## src/hw/rtl/l4phg_pkg.sv

```systemverilog
// Package with the constants and types of the layer-4 probe header generator.
package l4phg_pkg;

   localparam int CSR_INDEX_W  = 3;
   localparam int CSR_DATA_W   = 64;
   localparam int WORD_W       = 16;
   localparam int WORD_INDEX_W = 4;
   localparam int PART_W       = 18;
   localparam int TOTAL_W      = 21;

   localparam logic [CSR_INDEX_W-1:0] CSR_FAMILY      = 3'd0;
   localparam logic [CSR_INDEX_W-1:0] CSR_SRC_HIGH    = 3'd1;
   localparam logic [CSR_INDEX_W-1:0] CSR_SRC_LOW     = 3'd2;
   localparam logic [CSR_INDEX_W-1:0] CSR_TGT_HIGH    = 3'd3;
   localparam logic [CSR_INDEX_W-1:0] CSR_TGT_LOW     = 3'd4;
   localparam logic [CSR_INDEX_W-1:0] CSR_LOCAL_PORT  = 3'd5;

   localparam logic KIND_TCP = 1'b0;
   localparam logic KIND_UDP = 1'b1;

   localparam logic FAMILY_IPV4 = 1'b0;

   localparam int PROTO_TCP       = 6;
   localparam int PROTO_UDP       = 17;
   localparam int TCP_LEN         = 20;
   localparam int UDP_LEN         = 8;
   localparam logic [WORD_W-1:0] TCP_FLAGS_WORD = 16'h5002;
   localparam logic [WORD_W-1:0] TCP_WINDOW     = 16'hFFFF;
   localparam logic [WORD_W-1:0] UDP_LEN_WORD   = 16'(UDP_LEN);

   localparam logic [WORD_INDEX_W-1:0] TCP_LAST_INDEX = 4'd9;
   localparam logic [WORD_INDEX_W-1:0] UDP_LAST_INDEX = 4'd3;

   // Word positions of the TCP and UDP headers that hold more than zero.
   localparam logic [WORD_INDEX_W-1:0] POS_SRC_PORT = 4'd0;
   localparam logic [WORD_INDEX_W-1:0] POS_DST_PORT = 4'd1;
   localparam logic [WORD_INDEX_W-1:0] POS_UDP_LEN  = 4'd2;
   localparam logic [WORD_INDEX_W-1:0] POS_UDP_SUM  = 4'd3;
   localparam logic [WORD_INDEX_W-1:0] POS_FLAGS    = 4'd6;
   localparam logic [WORD_INDEX_W-1:0] POS_WINDOW   = 4'd7;
   localparam logic [WORD_INDEX_W-1:0] POS_TCP_SUM  = 4'd8;

   // Fixed part of the sum: protocol, layer-4 length and constant header words.
   localparam logic [PART_W-1:0] HDR_CONST_TCP =
      PART_W'(PROTO_TCP + TCP_LEN + 32'h5002 + 32'hFFFF);
   localparam logic [PART_W-1:0] HDR_CONST_UDP =
      PART_W'(PROTO_UDP + UDP_LEN + UDP_LEN);

   typedef logic [PART_W-1:0] part_type;

endpackage

```

## src/hw/rtl/l4_probe_header_generator_unit.sv

```systemverilog
// A taken request beat passes through stages s1, s2 and s3 into the output serializer,
// which offers one header word per cycle while rsp_tready is high, so a TCP SYN
// probe is ten words and a UDP probe four; the checksum pipeline overlaps the
// header before it. Reset is synchronous and active high: it clears all valid
// flags, the word counter and every configuration register.
module l4_probe_header_generator_unit
   import l4phg_pkg::*;
(
   input  logic                   clock,
   input  logic                   reset,
   input  logic                   csr_we,
   input  logic [CSR_INDEX_W-1:0] csr_index,
   input  logic [CSR_DATA_W-1:0]  csr_wdata,
   input  logic                   req_tvalid,
   output logic                   req_tready,
   input  logic [15:0]            req_tdata,  // [15:0] remote_port
   input  logic [0:0]             req_tuser,  // [0] action
   output logic                   rsp_tvalid,
   input  logic                   rsp_tready,
   output logic [15:0]            rsp_tdata,  // [15:0] header_word
   output logic                   rsp_tlast
);

   logic              family_ff;
   logic [63:0]       src_high_ff, src_low_ff, tgt_high_ff, tgt_low_ff;
   logic [WORD_W-1:0] local_port_ff;

   logic              s1_valid_ff, s1_kind_ff;
   logic [WORD_W-1:0] s1_port_ff;
   logic              s2_valid_ff, s2_kind_ff;
   logic [WORD_W-1:0] s2_port_ff;
   part_type          s2_part_ff [4];
   part_type          s2_part_in [4];
   part_type          s2_hdr_ff, s2_hdr_in;
   logic              s3_valid_ff, s3_kind_ff;
   logic [WORD_W-1:0] s3_port_ff;
   logic [TOTAL_W-1:0] s3_total_ff, s3_total_in;

   logic                    out_valid_ff, out_kind_ff;
   logic [WORD_W-1:0]       out_port_ff, out_csum_ff;
   logic [WORD_INDEX_W-1:0] out_index_ff;

   logic              advance, ser_load, rsp_fire, out_last;
   logic [16:0]       fold1, fold2;
   logic [WORD_W-1:0] csum_in;
   logic [63:0]       src_high_m, src_low_m, tgt_high_m, tgt_low_m;

   function automatic part_type sum4(input logic [63:0] v);
      sum4 = PART_W'(v[15:0]) + PART_W'(v[31:16]) + PART_W'(v[47:32]) + PART_W'(v[63:48]);
   endfunction

   // Configuration registers.
   always_ff @(posedge clock) begin
      if (reset) begin
         family_ff     <= 1'b0;
         src_high_ff   <= '0;
         src_low_ff    <= '0;
         tgt_high_ff   <= '0;
         tgt_low_ff    <= '0;
         local_port_ff <= '0;
      end else if (csr_we) begin
         case (csr_index)
            CSR_FAMILY:     family_ff     <= csr_wdata[0];
            CSR_SRC_HIGH:   src_high_ff   <= csr_wdata;
            CSR_SRC_LOW:    src_low_ff    <= csr_wdata;
            CSR_TGT_HIGH:   tgt_high_ff   <= csr_wdata;
            CSR_TGT_LOW:    tgt_low_ff    <= csr_wdata;
            CSR_LOCAL_PORT: local_port_ff <= csr_wdata[WORD_W-1:0];
            default: ;
         endcase
      end
   end

   assign rsp_fire   = out_valid_ff && rsp_tready;
   assign out_last   = (out_kind_ff == KIND_UDP) ? (out_index_ff == UDP_LAST_INDEX)
                                                 : (out_index_ff == TCP_LAST_INDEX);
   assign ser_load   = s3_valid_ff && (!out_valid_ff || (rsp_fire && out_last));
   assign advance    = !s3_valid_ff || ser_load;
   assign req_tready = advance;

   // IPv4 uses only the low 32 bits of each low address register.
   always_comb begin
      if (family_ff == FAMILY_IPV4) begin
         src_high_m = '0;
         tgt_high_m = '0;
         src_low_m  = {32'd0, src_low_ff[31:0]};
         tgt_low_m  = {32'd0, tgt_low_ff[31:0]};
      end else begin
         src_high_m = src_high_ff;
         tgt_high_m = tgt_high_ff;
         src_low_m  = src_low_ff;
         tgt_low_m  = tgt_low_ff;
      end
      s2_part_in[0] = sum4(src_high_m);
      s2_part_in[1] = sum4(src_low_m);
      s2_part_in[2] = sum4(tgt_high_m);
      s2_part_in[3] = sum4(tgt_low_m);
      s2_hdr_in = ((s1_kind_ff == KIND_UDP) ? HDR_CONST_UDP : HDR_CONST_TCP)
                  + PART_W'(local_port_ff) + PART_W'(s1_port_ff);
   end

   assign s3_total_in = TOTAL_W'(s2_part_ff[0]) + TOTAL_W'(s2_part_ff[1])
                      + TOTAL_W'(s2_part_ff[2]) + TOTAL_W'(s2_part_ff[3])
                      + TOTAL_W'(s2_hdr_ff);

   // Two folds are enough: after the first the carry is at most one.
   assign fold1   = 17'(s3_total_ff[15:0]) + 17'(s3_total_ff[TOTAL_W-1:16]);
   assign fold2   = 17'(fold1[15:0]) + 17'(fold1[16]);
   assign csum_in = ~fold2[15:0];

   always_ff @(posedge clock) begin
      if (reset) begin
         s1_valid_ff <= 1'b0;
         s2_valid_ff <= 1'b0;
         s3_valid_ff <= 1'b0;
      end else if (advance) begin
         s1_valid_ff <= req_tvalid;
         s2_valid_ff <= s1_valid_ff;
         s3_valid_ff <= s2_valid_ff;
      end
   end

   always_ff @(posedge clock) begin
      if (advance) begin
         s1_kind_ff  <= req_tuser[0];
         s1_port_ff  <= req_tdata;
         s2_kind_ff  <= s1_kind_ff;
         s2_port_ff  <= s1_port_ff;
         s2_part_ff  <= s2_part_in;
         s2_hdr_ff   <= s2_hdr_in;
         s3_kind_ff  <= s2_kind_ff;
         s3_port_ff  <= s2_port_ff;
         s3_total_ff <= s3_total_in;
      end
   end

   // Output serializer: one header word per beat.
   always_ff @(posedge clock) begin
      if (reset) begin
         out_valid_ff <= 1'b0;
         out_index_ff <= '0;
      end else if (ser_load) begin
         out_valid_ff <= 1'b1;
         out_index_ff <= '0;
      end else if (rsp_fire) begin
         if (out_last) begin
            out_valid_ff <= 1'b0;
            out_index_ff <= '0;
         end else begin
            out_index_ff <= out_index_ff + 1'b1;
         end
      end
   end

   always_ff @(posedge clock) begin
      if (ser_load) begin
         out_kind_ff <= s3_kind_ff;
         out_port_ff <= s3_port_ff;
         out_csum_ff <= csum_in;
      end
   end

   always_comb begin
      case (out_index_ff)
         POS_SRC_PORT: rsp_tdata = local_port_ff;
         POS_DST_PORT: rsp_tdata = out_port_ff;
         POS_UDP_LEN:  rsp_tdata = (out_kind_ff == KIND_UDP) ? UDP_LEN_WORD : '0;
         POS_UDP_SUM:  rsp_tdata = (out_kind_ff == KIND_UDP) ? out_csum_ff : '0;
         POS_FLAGS:    rsp_tdata = TCP_FLAGS_WORD;
         POS_WINDOW:   rsp_tdata = TCP_WINDOW;
         POS_TCP_SUM:  rsp_tdata = out_csum_ff;
         default:      rsp_tdata = '0;
      endcase
   end

   assign rsp_tvalid = out_valid_ff;
   assign rsp_tlast  = out_last;

endmodule

```

## config.mk

```make
export PLATFORM = sky130hd
export DESIGN_NAME = l4_probe_header_generator_unit
export DESIGN_NICKNAME = d
export VERILOG_FILES = /design/src/hw/rtl/l4phg_pkg.sv /design/src/hw/rtl/l4_probe_header_generator_unit.sv
export SDC_FILE = /design/constraint.sdc
export NUM_CORES = 1
export LEC_CHECK = 0
export ABC_AREA = 1
export BUFFER_PORTS_ARGS = -buffer_cell sky130_fd_sc_hd__buf_2
export CAP_MARGIN = 10
export CORE_MARGIN = 1.5
export CORE_UTILIZATION = 30
export CTS_CLUSTER_SIZE = 20
export DETAILED_ROUTE_END_ITERATION = 16
export GPL_ROUTABILITY_DRIVEN = 0
export PLACE_DENSITY = 0.41
export SYNTH_ARGS = -nofsm -noshare
export SYNTH_HDL_FRONTEND = slang
export SYNTH_SLANG_ARGS = --single-unit
```

## constraint.sdc

```tcl
create_clock -name clock -period 5.1 [get_ports clock]
set_clock_uncertainty 0.15 [all_clocks]
set_input_delay 1.02 -clock clock [delete_from_list [all_inputs] [get_ports clock]]
set_output_delay 1.02 -clock clock [all_outputs]
set_load 0.01 [all_outputs]
```

==> results.sh <==
export IMPL_outcome="finished clean"
export IMPL_dieWidth_um=306.0
export IMPL_grt_usage_pct=18.40
export IMPL_crit_path_end_kind="flip-flop"
export IMPL_hold_viol=0
export IMPL_crit_type="reg2reg"
export IMPL_final_cell_area_um2=31350
export IMPL_layout_drive_gt1_share_pct=7.812
export IMPL_ys_ff_latch=476
export IMPL_rsz0062_at_grt="no"
export IMPL_areaGrowthSynthToFinish_pct=13.81
export IMPL_top_layer_used="met5"
export IMPL_min_period_ps=4638
export IMPL_cts_inserted_buffers=58
export IMPL_dp_cells=4409
export IMPL_fin_tns_setup_ps=0
export IMPL_clockRootBuffer="clkbuf_16"
export IMPL_fin_util_pct=34.67
export IMPL_maxCapViolCount=0
export IMPL_final_cells=4525
export IMPL_htreeDepth=2
export IMPL_powerDensity_nw_per_um2=334.8
export IMPL_syn_area_um2=27550
export IMPL_irDropWorstVdd_mv=0.3257
export IMPL_synth_area_per_cell_um2=8.581
export IMPL_hold_depth=0
export IMPL_grt_overflow_total=0
export IMPL_grt_pass1_wl_mm=130.9
export IMPL_io_buffers=107
export IMPL_cp_max_fo=52
export IMPL_yosys_area_top_type="edfxtp_1"
export IMPL_tritoncts="done"
export IMPL_synthTopCellsByArea="edfxtp_1 (21%), dfxtp_1 (20%), fa_1 (14%), inv_1 (7.4%), nand2_1 (6.7%)"
export IMPL_synth_simple_area_share_pct=16.47
export IMPL_ys_seq_area_share_pct=41.68
export IMPL_grt_pass1_vias=21580
export IMPL_synth_cell_type_count=45
export IMPL_fin_nets=3697
export IMPL_cp_data_required_time_ps=5350
export IMPL_die_h_um=306.0
export IMPL_place_area_um2=29430
export IMPL_hpwl_mm=66.18
export IMPL_cp_start_kind="flip-flop"
export IMPL_grt_max_degree=131
export IMPL_dr_total_vias=21090
export IMPL_finalSetupViolCount=0
export IMPL_drt_met1_wl_mm=40.46
export IMPL_fmax_mhz=215.6
export IMPL_cts_resized=0
export IMPL_worst_slew_pin_slew_ps=1084
export IMPL_path_clk_slew_ps=60
export IMPL_row_count=110
export IMPL_clockBufferDepth=3
export IMPL_p_leak_nw=15.24
export IMPL_min_path_type="reg2reg"
export IMPL_clock_latency_ps=660
export IMPL_synth_top_area_share_pct=21.26
export IMPL_start_util_pct=30.46
export IMPL_finalCritPeriodShare_pct=90.95
export IMPL_postCtsHoldBufs=0
export IMPL_ys_warnings_count=0
export IMPL_synthCells=3210
export IMPL_synth_top_family_by_area="adder cells"
export IMPL_synth_compound_area_share_pct=10.60
export IMPL_wl_met2_mm=38.56
export IMPL_coreArea_um2=90420
export IMPL_wl_met3_mm=3.581
export IMPL_worstPathArrival_ps=4880
export IMPL_grt_antenna_before_repair=19
export IMPL_drc=0
export IMPL_r2r_cells=14
export IMPL_antenna_left=0
export IMPL_routed_wl_mm=85.77
export IMPL_clkSinkCount=476
export IMPL_post_drt_wl_per_cell_um=18.95
export IMPL_slew_headroom_pct=26.79
export IMPL_slew_viol_final=0
export IMPL_synth_xor_area_share_pct=2.703
export IMPL_synthAdderAreaFrac_pct=19.46
export IMPL_synthMuxAreaShare_pct=0
export IMPL_die_area_um2=93650
export IMPL_drt_initial_drc_count=1550
export IMPL_first_pass_iters=5
export IMPL_fill_cells=9363
export IMPL_syn_nets=3614
export IMPL_viasPerCell=4.661
export IMPL_post_cts_buffers=0
export IMPL_io_pins=108
-- worst max-delay path: stages, from the launching register on --
cell and delay, ps:
dfxtp_4 780, buf_4 320, nand2_1 100, fa_1 530
fa_1 420, inv_1 70, ha_1 190, inv_1 70
fa_1 430, nor3_1 470, nor2_1 160, o21ai_0 340
nand3_1 160, nand2_1 100, xor2_1 70
-- layout by cell type, fill, tap and decap left out, types with 4 or more instances in the layout --
cell	instances
clkbuf_8	6
nor2_2	7
diode_2	8
a21oi_1	162
nor3_1	16
nor2_4	4
o21bai_1	11
clkinv_1	12
ha_1	126
bufinv_16	5
dfxtp_1	280
edfxtp_1	195
nand3b_1	8
fa_1	189
clkbuf_1	14
o21ai_0	316
nand2_2	9
buf_2	107
inv_1	542
buf_12	4
a21o_1	11
a221oi_1	13
nand3_1	77
buf_4	23
xor2_1	53
clkinv_2	9
xnor2_1	32
nor2_1	482
nand2_1	492
nand4_1	10
clkbuf_16	59
nor4_1	6
inv_2	9
o21ai_1	5
o2111ai_1	7
a211oi_1	9
-- worst paths after layout --
path	slack, ps	endpoint	from
worst max-delay path	460	s2_part_ff[31]$_DFFE_PP_	family_ff$_SDFFE_PP0P_
worst min-delay path	270	out_port_ff[12]$_DFFE_PP_	s3_port_ff[12]$_DFFE_PP_
worst min register to register	270	out_port_ff[12]$_DFFE_PP_	s3_port_ff[12]$_DFFE_PP_
worst max register to register	460	s2_part_ff[31]$_DFFE_PP_	family_ff$_SDFFE_PP0P_
-- sequential cells by signal, summed over array words and instances (netlist names), 4 cells and up --
name	count
s1_port_ff	16
s3_total_ff	21
local_port_ff	16
s2_part_ff	72
out_csum_ff	16
s3_port_ff	16
tgt_high_ff	64
src_high_ff	64
s2_hdr_ff	18
out_index_ff	4
src_low_ff	64
out_port_ff	16
s2_port_ff	16
tgt_low_ff	64
-- report_power, final --
part	leakage [nW]	internal [mW]	switching [mW]
logic	9.89	0.623	1.24
clock network	0.930	2.45	1.73
registers	4.42	4.29	0.166
-- synthesized netlist by cell type (all sizes together) --
cell type and instances:
and3 1, nand3 83, o311ai 1, a21boi 1, nand3b 8, ha 126
inv 552, a21oi 163, nor4 6, o22ai 3, or2 1, a31o 1
dfxtp 281, buf 8, o31ai 1, a31oi 3, nand2 503, nor2 493
o21ai 322, edfxtp 195, xnor2 32, nor3 17, xor2 53, clkinv 1
a211oi 9, o21bai 11, fa 189, a21o 11, o21a 1, and2 1
a221oi 13, nand4 10, clkbuf 103, o2111ai 7
-- kinds of logic (layout without fill, tap and decap cells) --
| logic type | after synthesis | count (layout) |
|---|---|---|
| simple gates | 1123 | 1123 |
| buf+inv | 664 | 795 |
| compound gates | 547 | 547 |
| flops | 476 | 476 |
| fa+ha+maj | 315 | 315 |
| xor+xnor | 85 | 85 |
| other cells | 0 | 8 |
-- layer usage --
metal	track usage, %	vias to the layer above
met2	29.68	534
met4	7.000	2
met5	0	-
met1	25.08	10090
li1	-	10330
met3	2.399	138
-- stage by stage --
| stage | total power [mW] | hold WS (ps) | worst slack, ps |
|---|---|---|---|
| floorplan | 5.768 | 250.3 | 558.1 |
| global placement | 6.405 | 252.4 | 561.8 |
| detailed placement | 6.414 | 254.5 | 478.0 |
| CTS | 10.66 | 268.5 | 473.7 |
| global route | 11.07 | 269.4 | 335.9 |
| finish | 10.50 | 266.4 | 461.6 |
-- final cells by class --
cell class	instances	area (um^2)	share of cell area, %
diodes	8	20.02	0.06386
clock buffers	79	1612	5.141
clock inverters	29	291.5	0.9300
inverters	553	2081	6.637
multi-input cells	2070	13600	43.38
flip-flops and latches	476	11480	36.64
well taps	1176	1471	4.694
repair buffers	134	788.3	2.514
Power figures use the tool's default switching activity.
